### config.mk
export PLATFORM = sky130hd
export DESIGN_NAME = psb_ctrl
export DESIGN_NICKNAME = d
export VERILOG_FILES = /design/src/hdl/psb_pkg.sv /design/src/hdl/psb_ctrl.sv
export SDC_FILE = /design/constraint.sdc
export NUM_CORES = 1
export LEC_CHECK = 0
export ABC_AREA = 1
export BUFFER_PORTS_ARGS = -buffer_cell sky130_fd_sc_hd__buf_2
export CORE_AREA = 4 4 41 43
export DETAILED_ROUTE_END_ITERATION = 8
export DIE_AREA = 0 0 45 47
export GPL_ROUTABILITY_DRIVEN = 1
export PLACE_DENSITY_LB_ADDON = 0.12
export SLEW_MARGIN = 30
export SYNTH_ARGS = -nofsm -noshare
export SYNTH_HDL_FRONTEND = slang
export SYNTH_SLANG_ARGS = --single-unit
### constraint.sdc
create_clock -name i_clk -period 2.95 [get_ports i_clk]
set_input_delay 0.1475 -clock i_clk [delete_from_list [all_inputs] [get_ports i_clk]]
set_output_delay 0.1475 -clock i_clk [all_outputs]
set_load 0.01 [all_outputs]
### src/hdl/psb_pkg.sv
// ----------------------------------------------------------------------------
// psb_pkg: shared types and constants of the platoon spacing controller
// Field widths, register indexes, sequencer codes and the saturation helper.
// ----------------------------------------------------------------------------
package psb_pkg;

    localparam int DATA_W     = 32;  // internal signed word
    localparam int WIDE_W     = 34;  // room for a three-term sum before saturation
    localparam int THR_W      = 17;  // throttle command field
    localparam int BRK_W      = 20;  // brake command field
    localparam int CFG_IDX_W  = 3;
    localparam int CFG_DATA_W = 31;
    localparam int L_W        = 31;  // standstill spacing
    localparam int Q8_W       = 25;  // Q8.x registers, one spare bit for a reset of 1.0
    localparam int TG_W       = 20;  // throttle gain, holds its reset at fraction widths up to 24
    localparam int BG_W       = 25;  // brake gain, signed

    localparam logic signed [WIDE_W-1:0] WIDE_MAX = 34'sd2147483647;
    localparam logic signed [WIDE_W-1:0] WIDE_MIN = -34'sd2147483648;
    localparam logic signed [DATA_W-1:0] WORD_MAX = 32'sh7FFF_FFFF;
    localparam logic signed [DATA_W-1:0] WORD_MIN = 32'sh8000_0000;

    typedef enum logic [CFG_IDX_W-1:0] {
        CFG_STANDSTILL  = 3'd0,
        CFG_TIME_GAP    = 3'd1,
        CFG_INV_GAP     = 3'd2,
        CFG_ERR_WEIGHT  = 3'd3,
        CFG_THR_GAIN    = 3'd4,
        CFG_BRK_GAIN    = 3'd5,
        CFG_THR_ADJUST  = 3'd6,
        CFG_BRK_ADJUST  = 3'd7
    } t_cfg_idx;

    typedef enum logic [2:0] {
        ST_IDLE,
        ST_MUL,
        ST_RND,
        ST_POST,
        ST_DONE
    } t_state;

    // one multiply per operation, in dependency order
    typedef enum logic [3:0] {
        OP_V,       // speed scaling
        OP_E1,      // front spacing error
        OP_E2,      // second spacing error
        OP_S1,      // weighted front error plus closing rate
        OP_A1,      // front candidate acceleration
        OP_S2,
        OP_A2,
        OP_C1,      // front throttle or brake
        OP_C2,      // second throttle or brake
        OP_ADJ_B,   // brake adjust
        OP_ADJ_T    // throttle adjust, last operation
    } t_op;

    typedef struct packed {
        logic start;     // input transfer, capture the sample
        logic post_en;   // multiplier result valid, update the destination
        logic load_out;  // move the result to the output register
        t_op  op;
    } t_step;

    function automatic logic signed [DATA_W-1:0] sat32(input logic signed [WIDE_W-1:0] x);
        if (x > WIDE_MAX) begin
            return WORD_MAX;
        end
        if (x < WIDE_MIN) begin
            return WORD_MIN;
        end
        return x[DATA_W-1:0];
    endfunction

endpackage

### src/hdl/psb_ctrl.sv
// ----------------------------------------------------------------------------
// psb_ctrl: operation sequencer
// Steps the shared multiplier through the eleven operations of one sample.
// ----------------------------------------------------------------------------
module psb_ctrl
    import psb_pkg::*;
(
    input  logic  i_clk,
    input  logic  i_rst_n,
    input  logic  i_in_valid,
    input  logic  i_out_free,
    output logic  o_in_ready,
    output t_step o_step
);

    t_state r_state, n_state;
    t_op    r_op, n_op;

    always_ff @(posedge i_clk) begin
        if (!i_rst_n) begin
            r_state <= ST_IDLE;
            r_op    <= OP_V;
        end else begin
            r_state <= n_state;
            r_op    <= n_op;
        end
    end

    always_comb begin
        n_state         = r_state;
        n_op            = r_op;
        o_in_ready      = 1'b0;
        o_step.start    = 1'b0;
        o_step.post_en  = 1'b0;
        o_step.load_out = 1'b0;
        o_step.op       = r_op;
        unique case (r_state)
            ST_IDLE: begin
                o_in_ready = 1'b1;
                if (i_in_valid) begin
                    o_step.start = 1'b1;
                    n_op         = OP_V;
                    n_state      = ST_MUL;
                end
            end
            ST_MUL: begin
                n_state = ST_RND;
            end
            ST_RND: begin
                n_state = ST_POST;
            end
            ST_POST: begin
                o_step.post_en = 1'b1;
                if (r_op == OP_ADJ_T) begin
                    n_state = ST_DONE;
                end else begin
                    n_op    = t_op'(r_op + 4'd1);
                    n_state = ST_MUL;
                end
            end
            ST_DONE: begin
                // hold until the output register is free
                if (i_out_free) begin
                    o_step.load_out = 1'b1;
                    n_state         = ST_IDLE;
                end
            end
            default: begin
                n_state = ST_IDLE;
            end
        endcase
    end

endmodule

---- Word-level counts from Yosys, hierarchy flattened ----
Cells that the tools add are included.
storage, ports and cells
  register bits ........................... 7
  input port bits ......................... 4
operators by class
  reductions and logical operators ........ 4
  add/subtract/negate cells ............... 1
  muxes and demuxes ....................... 13
  eq/ne operators ......................... 8
operators with widths
  cell                   number
  $pmux W3 S5            1
  $mux W3                3
  $mux W4                2
  $pmux W4 S2            1
  $eq A3 B2 Y1 const B   2
  $mux W1                6
  $ne A2 B2 Y1 const B   3
  $add A4 B1 Y4 const B  1
  $eq A4 B4 Y1 const B   1
  $eq A3 B1 Y1 const B   1
  $eq A3 B3 Y1 const B   1
  $logic_not A3 Y1       1
  $reduce_and A3 Y1      1
  $reduce_and A2 Y1      1
  $reduce_bool A2 Y1     1

---- Logic depth before layout (Yosys ltp) ----
  word-level depth ........................ 3
  mapped depth ............................ 8
  gate-level depth less buffers ........... 8

---- Worst setup path after synthesis ----
No wires, ideal clock.
  path kind ............................... register -> register
  start point ............................. register r_op[0]
  end point ............................... register r_op[1]
  stages on the path, launching flop included .. 9
  arrival time ............................ 1.128 ns
  setup time .............................. 0.113 ns
  setup slack ............................. 1.710 ns
  cell sequence ........................... dfxtp_1 inv_1 ha_1 nand3_1 nand2_4 nand2_4 inv_2 nor2_1 nor2_1
between the ends
  word-level cells in the longest chain between the ends .. 3
  elaborated cells on any way between the ends .. 6
  classes of those cells .................. 1 x add/sub; 2 x eq/ne; 2 x mux; 1 x reduce/logical
ends and longest elaborated chain
  element                                           line                            text
  start: declaration                                psb_ctrl.sv:17                  t_op r_op, n_op;
  start signal: assignment                          psb_ctrl.sv:25                  r_op <= n_op;
  $add A4 B1 Y4 or $eq A4 B4 Y1 (tied branches)     psb_ctrl.sv:57, psb_ctrl.sv:54
  $mux W4 or $ne A2 B2 Y1 (tied branches)           n/a
  $pmux W4 S2 or $reduce_and A3 Y1 (tied branches)  n/a
Several ways; a longest one is shown, not always the timed one. The select of a mux whose other input is x is not followed.
A chain may end at the register's enable or synchronous reset.

==> results_dict.tcl <==
set metrics [dict create \
    ys_types 18 \
    synth_cells 64 \
    synth_top_area_share_pct 31.4 \
    status "finished, final reports clean" \
    htreeDepth 1 \
    clock-root-buffer "clkbuf_4" \
    drtIter0Drc 4 \
    antenna_found_initial 0 \
    p_leak_uw 0.000282 \
    p_per_area_mw_per_mm2 494 \
    critPathSlowestCell "dfxtp_1" \
    hpwl_um 763 \
    yosysMostFrequentCell "nand2_1" \
    grt_overflow 0 \
    cp_data_required_time_ns 2.80 \
    diodes 0 \
    synthTopCellsByCount "nand2_1 (11), inv_1 (10), nor2_1 (9)" \
    cts_resized 0 \
    start_util_pct 34.3 \
    post_cts.repair.setup_buffers 0 \
    clkSinkCount 7 \
    final-hold-violation-count 0 \
    cp_data_arrival_time_ns 1.20 \
    grt_pass1_vias 411 \
    syn_area_sq_um 447 \
    fill_cells 144 \
    synth_warnings 0 \
    fin_tns_setup_ns 0 \
    ios 12 \
    cp_max_fo 6 \
    path_cells "inv_2, nor4_1, buf_2" \
    cts_tree "done" \
    die_area_sq_mm 0.00212 \
    synth_nets 70 \
    max-vdd-ir-drop_mv 0.212 \
    wl_per_cell_um 10.5 \
    grt_max_degree 7 \
    start_kind "flop" \
    grt_pass1_wl_mm 1.68 \
    num_vias 440 \
    syn_avg_cell_area_sq_um 6.98 \
    hold_buffers 0 \
    drtAntennaViolNets 0 \
    track_usage_pct 11.2 \
    period_minus_slack_ns 1.35 \
    drc_errors 0 \
    tightest_slew_ns 0.267 \
    numCtsBuffers 3 \
    rsz0062_at_grt "no" \
    row_count 13 \
    cts_buffer_depth 2 \
    hp-class "input port to flop" \
    die_h_um 47 \
    cpPeakStageDelay_ns 0.47 \
    fin_cells 94 \
    critPathKind "flop to output port" \
    period_share_pct 45.7 \
    syn2layout_area_growth_pct 22.4 \
    die_x_um 45 \
    drive_gt1_share_pct 30.4 \
    core_area_sq_mm 0.00130 \
    gp_congestion 0.826 \
    async_flop_share_pct 0 \
    via_per_inst 4.68 \
    portBuffers 11 \
    setup-violations-final 0 \
    ys_seq_area_share_pct 31.4 \
    routed_wl_um 986 \
    yosys.area.top_type "dfxtp_1" \
    timing.hold.ws_ns 0.155 \
    slew_viol_final 0 \
    synth_edf_count 0 \
    synthTopCellsByArea "dfxtp_1 (31%), nand2_1 (9.2%), inv_1 (8.4%), nand3_1 (7.8%), nor2_1 (7.6%)" \
    insertion_delay_ns 0.25 \
    slew_headroom_pct 82.2 \
    clock_skew_ns 0.00232 \
    layout.nets 86 \
    first_pass_iters 4 \
    yosys_most_used_dff "dfxtp_1" \
    maxCapViolCount 0 \
    path_clk_slew_ns 0.05 \
    clock.fmax_mhz 741 \
    dp_cells 90 \
    end_kind "output port" \
    synth_seq_cells 7 \
]
## per-stage QoR
| step | setup slack, ns | total power (uW) | instance area (sq um) | util, % |
|---|---|---|---|---|
| 6_report | 1.60 | 270 | 547 | 42.0 |
| 3_3_place_gp | 1.67 | 184 | 520 | 40.0 |
| 2_1_floorplan | 1.71 | 162 | 447 | - |
| 5_1_grt | 1.52 | 294 | 547 | 42.0 |
| 4_1_cts | 1.58 | 277 | 547 | 42.0 |
| 3_5_place_dp | 1.69 | 183 | 520 | 40.0 |
## logic make-up after synthesis
logic type | after synthesis | share of synthesized area, %
buffers and inverters | 12 | 10.1
DFF | 7 | 31.4
adders and majority gates | 2 | 5.60
AOI/OAI and AO/OA | 3 | 4.20
and+or+nand+nor | 40 | 48.7
## layer usage
layer  GRT usage [%]  part of all wire [%]  up-vias
met5               0                     0        -
met4            3.51                  0.81        0
met3            6.13                   8.1        2
met2            18.6                    47       12
met1            12.3                    44      192
li1                -                     -      234
## critical path, delay by kind of cell (launching register included)
kind / cells / cell delay, ns
flip-flops: 1 / 0.47
buffers and inverters: 2 / 0.27
AND/OR/NAND/NOR: 1 / 0.21
## flip-flops by register name, indices dropped and copies added (netlist names)
name / flops
r_op: 4
r_state: 3
## layout make-up
class / instances / area (sq um) / area share [%]
Clock buffer: 4 / 26.3 / 4.81
Inverter: 12 / 45.0 / 8.24
Multi-Input combinational cell: 45 / 262 / 47.8
Sequential cell: 7 / 140 / 25.6
Tap cell: 15 / 18.8 / 3.43
Timing Repair Buffer: 11 / 55.1 / 10.1
## layout by cell type (no fill, tap or decap)
cell,n
a21oi_1,2
a21oi_2,1
buf_2,11
clkbuf_1,1
clkbuf_4,3
dfxtp_1,7
ha_1,2
inv_1,10
inv_2,2
nand2_1,11
nand2_2,2
nand2_4,2
nand3_1,7
nand3_4,1
nand3b_1,1
nand4_1,2
nor2_1,9
nor2_2,1
nor2_4,1
nor3_1,1
nor4_1,2
## final timing paths
kind	start	endpoint	slack (ns)	cells after the start
max	r_state[2]	o_step[4]	1.60	3
min	i_rst_n	r_op[1]	0.15	3
min reg2reg	r_op[3]	r_state[2]	0.56	2
max reg2reg	r_op[0]	r_op[1]	1.69	8
## report_power, final
| group | total [uW] | internal [uW] | switching (uW) |
|---|---|---|---|
| combinational | 65.9 | 26.8 | 39.1 |
| clock | 89.4 | 51.8 | 37.7 |
| sequential | 115 | 103 | 11.8 |
Note: power is estimated with default switching activity, not from simulation.
