### config.mk
export PLATFORM = sky130hd
export DESIGN_NAME = psb_mulq
export DESIGN_NICKNAME = d
export VERILOG_FILES = /design/src/hdl/psb_pkg.sv /design/src/hdl/psb_mulq.sv
export SDC_FILE = /design/constraint.sdc
export NUM_CORES = 2
export LEC_CHECK = 0
export BUFFER_PORTS_ARGS = -buffer_cell sky130_fd_sc_hd__buf_2
export CORE_ASPECT_RATIO = 1.1
export CORE_MARGIN = 2
export CORE_UTILIZATION = 40
export CTS_CLUSTER_DIAMETER = 150
export DETAILED_ROUTE_END_ITERATION = 16
export GPL_ROUTABILITY_DRIVEN = 0
export MAX_ROUTING_LAYER = met4
export PLACE_DENSITY_LB_ADDON = 0.15
export SYNTH_ARGS = -nofsm -noshare
export SYNTH_HDL_FRONTEND = slang
export SYNTH_SLANG_ARGS = --single-unit
### constraint.sdc
create_clock -name i_clk -period 14.9 [get_ports i_clk]
set_input_delay 2.98 -clock i_clk [delete_from_list [all_inputs] [get_ports i_clk]]
set_output_delay 2.98 -clock i_clk [all_outputs]
set_load 0.01 [all_outputs]
### src/hdl/psb_pkg.sv
// ----------------------------------------------------------------------------
// psb_pkg: shared types and constants of the platoon spacing controller
// Field widths, register indexes, sequencer codes and the saturation helper.
// ----------------------------------------------------------------------------
package psb_pkg;

    localparam int DATA_W     = 32;  // internal signed word
    localparam int WIDE_W     = 34;  // room for a three-term sum before saturation
    localparam int THR_W      = 17;  // throttle command field
    localparam int BRK_W      = 20;  // brake command field
    localparam int CFG_IDX_W  = 3;
    localparam int CFG_DATA_W = 31;
    localparam int L_W        = 31;  // standstill spacing
    localparam int Q8_W       = 25;  // Q8.x registers, one spare bit for a reset of 1.0
    localparam int TG_W       = 20;  // throttle gain, holds its reset at fraction widths up to 24
    localparam int BG_W       = 25;  // brake gain, signed

    localparam logic signed [WIDE_W-1:0] WIDE_MAX = 34'sd2147483647;
    localparam logic signed [WIDE_W-1:0] WIDE_MIN = -34'sd2147483648;
    localparam logic signed [DATA_W-1:0] WORD_MAX = 32'sh7FFF_FFFF;
    localparam logic signed [DATA_W-1:0] WORD_MIN = 32'sh8000_0000;

    typedef enum logic [CFG_IDX_W-1:0] {
        CFG_STANDSTILL  = 3'd0,
        CFG_TIME_GAP    = 3'd1,
        CFG_INV_GAP     = 3'd2,
        CFG_ERR_WEIGHT  = 3'd3,
        CFG_THR_GAIN    = 3'd4,
        CFG_BRK_GAIN    = 3'd5,
        CFG_THR_ADJUST  = 3'd6,
        CFG_BRK_ADJUST  = 3'd7
    } t_cfg_idx;

    typedef enum logic [2:0] {
        ST_IDLE,
        ST_MUL,
        ST_RND,
        ST_POST,
        ST_DONE
    } t_state;

    // one multiply per operation, in dependency order
    typedef enum logic [3:0] {
        OP_V,       // speed scaling
        OP_E1,      // front spacing error
        OP_E2,      // second spacing error
        OP_S1,      // weighted front error plus closing rate
        OP_A1,      // front candidate acceleration
        OP_S2,
        OP_A2,
        OP_C1,      // front throttle or brake
        OP_C2,      // second throttle or brake
        OP_ADJ_B,   // brake adjust
        OP_ADJ_T    // throttle adjust, last operation
    } t_op;

    typedef struct packed {
        logic start;     // input transfer, capture the sample
        logic post_en;   // multiplier result valid, update the destination
        logic load_out;  // move the result to the output register
        t_op  op;
    } t_step;

    function automatic logic signed [DATA_W-1:0] sat32(input logic signed [WIDE_W-1:0] x);
        if (x > WIDE_MAX) begin
            return WORD_MAX;
        end
        if (x < WIDE_MIN) begin
            return WORD_MIN;
        end
        return x[DATA_W-1:0];
    endfunction

endpackage

### src/hdl/psb_mulq.sv
// ----------------------------------------------------------------------------
// psb_mulq: shared fixed-point multiplier
// Two-stage: full product, then round half away from zero and saturate.
// ----------------------------------------------------------------------------
module psb_mulq
    import psb_pkg::*;
#(
    parameter int FRAC_BITS = 16
) (
    input  logic                     i_clk,
    input  logic signed [DATA_W-1:0] i_a,
    input  logic signed [DATA_W-1:0] i_b,
    output logic signed [DATA_W-1:0] o_q
);

    localparam logic [2*DATA_W-1:0] HALF = (2*DATA_W)'(1) << (FRAC_BITS - 1);
    localparam logic [2*DATA_W-1:0] POS_LIM = (2*DATA_W)'(32'h7FFF_FFFF);
    localparam logic [2*DATA_W-1:0] NEG_LIM = (2*DATA_W)'(32'h8000_0000);

    logic signed [2*DATA_W-1:0] r_p;
    logic signed [DATA_W-1:0]   r_q;
    logic signed [DATA_W-1:0]   n_q;
    logic        [2*DATA_W-1:0] mag;
    logic        [2*DATA_W-1:0] rnd;

    always_ff @(posedge i_clk) begin
        r_p <= i_a * i_b;
        r_q <= n_q;
    end

    // round the magnitude, restore the sign, clip to the word
    always_comb begin
        mag = r_p[2*DATA_W-1] ? (2*DATA_W)'(-r_p) : r_p;
        rnd = (mag + HALF) >> FRAC_BITS;
        if (r_p[2*DATA_W-1]) begin
            n_q = (rnd > NEG_LIM) ? WORD_MIN : -$signed(rnd[DATA_W-1:0]);
        end else begin
            n_q = (rnd > POS_LIM) ? WORD_MAX : $signed(rnd[DATA_W-1:0]);
        end
    end

    assign o_q = r_q;

endmodule

# [Word-level counts from Yosys, hierarchy flattened]
# Cells that the tools add are included.
[word_totals] register_bits=96 output_inout_bits=32
[classes] addsub=3 mul=1 magnitude_cmp=2 mux=4
[ops] operator="$mux W32" count=3
[ops] operator="$add A64 B16 Y64 const B" count=1
[ops] operator="$mul A32 B32 Y64" count=1
[ops] operator="$mux W64" count=1
[ops] operator="$neg A64 Y64" count=1
[ops] operator="$gt A48 B31 Y1 const B" count=1
[ops] operator="$gt A48 B32 Y1 const B" count=1
[ops] operator="$neg A32 Y32" count=1

# [Longest topological paths before layout]
[logic_depth] ltp_word=6 ltp_mapped=31 depth_no_buf=30

# [Least setup slack after synthesis]
# No wires, ideal clock.
[synth_timing] path_type="input to register" startpoint="input port i_b[3]" endpoint="register r_p[57]" arrival_ps=10272 t_required_ps=14777 path_slack_ps=4504 cell_stages=24 cell_sequence="clkbuf_1 > and2_1 > fa_1 > fa_1 > fa_1 > fa_1 > inv_1 > fa_1 > inv_1 > fa_1 > fa_1 > fa_1 > ha_1 > and3_1 > nand2_1 > o22ai_1 > a211oi_1 > o221ai_1 > o22ai_1 > o21bai_1 > a21o_1 > a21oi_1 > o21bai_1 > xor2_1"
[synth_via] elab_chain_cells=1
[synth_rtl] element="start: declaration" line_no="psb_mulq.sv:12" text="input logic signed [DATA_W-1:0] i_b,"
[synth_rtl] element="$mul A32 B32 Y64" line_no="psb_mulq.sv:27" text="r_p <= i_a * i_b;"
[synth_rtl] element="end signal: assignment" line_no="psb_mulq.sv:27"
[synth_rtl] element="end: declaration" line_no="psb_mulq.sv:20" text="logic signed [2*DATA_W-1:0] r_p;"
# No other way between the ends.

# [Worst setup path after layout]
[layout_timing] startpoint="input port i_a[16]" endpoint="register r_p[47]"
[layout_via] elab_chain_cells=1
[layout_rtl] element="start: declaration" line_no="psb_mulq.sv:11" text="input logic signed [DATA_W-1:0] i_a,"
[layout_rtl] element="$mul A32 B32 Y64" line_no="psb_mulq.sv:27"
# No other way between the ends.

==> flow_metrics.tcl <==
set metrics [dict create \
    status "completed" \
    synth_most_common_cell "fa_1" \
    synthArstFlopShare 0 \
    synth.avg_cell_area_sq_um 9.21 \
    worst_hold_path.num_cells 2 \
    setup_viol 0 \
    drive_gt1_frac 0.0482 \
    insertion_delay_ns 0.37 \
    area_growth_pct 4.15 \
    min_path_type "flip-flop to flip-flop" \
    synth.top_cells.by_area "fa_1 (51%), inv_1 (9.2%), and2_1 (7.2%), ha_1 (5.5%), nand2_1 (5.1%)" \
    max_cap_violations 0 \
    cp-start-kind "input port" \
    synth_top_area_share 0.508 \
    wirelength_um 120000 \
    io_pins 97 \
    synthTopCellsByCount "fa_1 (1082), inv_1 (1041), nand2_1 (574)" \
    cp_max_fo 32 \
    cts_max_path_buffers 2 \
    drt_iter0_markers 1680 \
    fin_crit_ns 11.56 \
    cts_num_sinks 96 \
    cts_max_level 3 \
    die_y_um 347 \
    critPathKind "input port to flip-flop" \
    relSlewSlack 0.333 \
    grt_max_degree 71 \
    ys_seq_area_frac 0.0450 \
    min_from "r_p[47]" \
    syn_inst 4630 \
    tns_ns 0 \
    cts_tree "built" \
    clock-root-buffer "clkbuf_16" \
    cts_made_buffers 9 \
    rr_startpoint "r_p[13]" \
    die_x_um 315 \
    cp-end-kind "flip-flop" \
    vias_per_cell 5.11 \
    reg2reg_to "o_q[20]" \
    drv_slew 0 \
    drt-wirelength-per-cell_um 20.3 \
    drc 0 \
    r2r_slack_ns 8.58 \
    r2r_cells 18 \
    nets 5850 \
    grt_pass1_wl_um 197000 \
    syn_nets 5964 \
    grt_pass1_vias 34300 \
    rows 125 \
    rsz0062_at_grt "no" \
    grt.total_usage 0.240 \
    ant_nets 0 \
    grt_overflow 0 \
    vias 30200 \
    cp.required_ns 15.20 \
    fin_crit_sh 0.776 \
    min_to "o_q[29]" \
    max_freq_ghz 0.0865 \
    postCtsHoldBufs 0 \
    start_util 0.404 \
    arrival_ns 11.86 \
    first_pass_iters 5 \
    synth-seq-cells 96 \
    yosysTopAreaCell "fa_1" \
    synth_cell_types 100 \
    coreArea_sq_um 106000 \
    grt_antenna_before_repair 5 \
    synth_edf_count 0 \
    die_area_sq_um 109000 \
    fin_worst_skew_ns 0.00860 \
    worst_slew_pin_slew_ns 0.988 \
    netlist_area_sq_um 42700 \
    io_buffers 96 \
    path_clk_slew_ns 0.07 \
    hpwl_um 96500 \
    hold_violations 0 \
    post_cts_buffers 0 \
    ctsResizeCount 0 \
    ys_warn_count 0 \
    synth_flop_cell "dfxtp_1" \
]
## area by class of cell
type                    instances  area (sq um)
diodes                          1          2.50
clock buffers                   9           225
clock inverters                 7           100
fillers                     10700         61300
inverters                    1043          3920
multi-input cells            3246         35900
flip-flops and latches         96          1930
well taps                    1397          1750
repair buffers                120           661
## per-layer routing
layer / global-route usage / wire length (um) / vias up
li1: - / - / 13500
met1: 0.284 / 48000 / 15900
met2: 0.440 / 65000 / 620
met3: 0.0175 / 3910 / 151
met4: 0.0554 / 3210 / 0
met5: - / 0 / -
## state kept, by name, summed over array words and instances, names as in the netlist
name,flops
r_p,64
o_q,32
## cell families (layout without fill, tap and decap cells)
| kind of cell | after synthesis | count (layout) | share of synthesized area |
|---|---|---|---|
| other | 0 | 1 | 0 |
| muxes | 11 | 11 | 0.00308 |
| and+or+nand+nor | 1439 | 1439 | 0.173 |
| DFF | 96 | 96 | 0.0450 |
| buffers and inverters | 1288 | 1179 | 0.114 |
| adders and majority gates | 1269 | 1269 | 0.563 |
| xor gates and xnor gates | 178 | 178 | 0.0371 |
| AOI/OAI and AO/OA | 349 | 349 | 0.0643 |
## layout by cell type, fill, tap and decap left out, types with 11 or more instances in the layout
master / instances
xor2_1: 64
a221oi_2: 19
o21a_1: 11
or3_1: 22
buf_2: 96
fa_1: 1082
a31oi_1: 13
nand2b_1: 16
nand2_1: 574
ha_1: 187
nor3_1: 47
a211oi_1: 14
dfxtp_1: 95
inv_1: 1041
and2_1: 490
and3_1: 18
nor2b_1: 11
a21oi_1: 65
nor4_1: 25
o31ai_1: 19
a21o_1: 43
o21ai_0: 56
nor2_1: 110
or2_2: 12
buf_4: 24
nand4_1: 17
nand3_1: 41
xnor2_1: 111
## critical path, cell delays in order
cell and delay (ns):
buf_2 0.65, nand2_1 0.18, fa_1 0.57, inv_1 0.05, fa_1 0.53, inv_1 0.05, fa_1 0.52, inv_1 0.05
fa_1 0.50, inv_1 0.07, fa_1 0.54, inv_1 0.05, fa_1 0.45, fa_1 0.55, fa_1 0.46, ha_1 0.40
a21oi_1 0.17, o21ai_0 0.13, a311oi_1 0.42, a32oi_1 0.22, a221oi_1 0.85, o21ai_0 0.28, a21o_1 0.24, a21o_1 0.19
a31o_2 0.26, a21o_1 0.17, a21oi_1 0.16, xnor2_1 0.13
## through the flow
stage	utilization	cell area [sq um]	setup slack [ns]	hold WS (ns)	cells
final	0.420	44400	3.34	0.944	5919
after global routing	0.420	44400	2.88	0.963	5918
after CTS	0.420	44400	3.38	0.929	5918
after detailed placement	0.417	44100	3.01	0.927	5902
after global placement	0.417	44100	3.03	0.922	5902
after floorplan	-	42700	4.50	0.695	4630
## how the worst max path moves through the flow
stage	startpoint	end	slack [ns]	depth (start not counted)
after global routing	i_a[18]	r_p[47]	2.88	28
after floorplan	i_b[3]	r_p[57]	4.50	24
final	i_a[16]	r_p[47]	3.34	28
after CTS	i_a[16]	r_p[57]	3.38	28
after global placement	i_a[16]	r_p[47]	3.03	28
after detailed placement	i_a[16]	r_p[57]	3.01	28
Power is not shown: default switching activity piles up to over one toggle a cycle in this logic, so the estimate is an artifact.
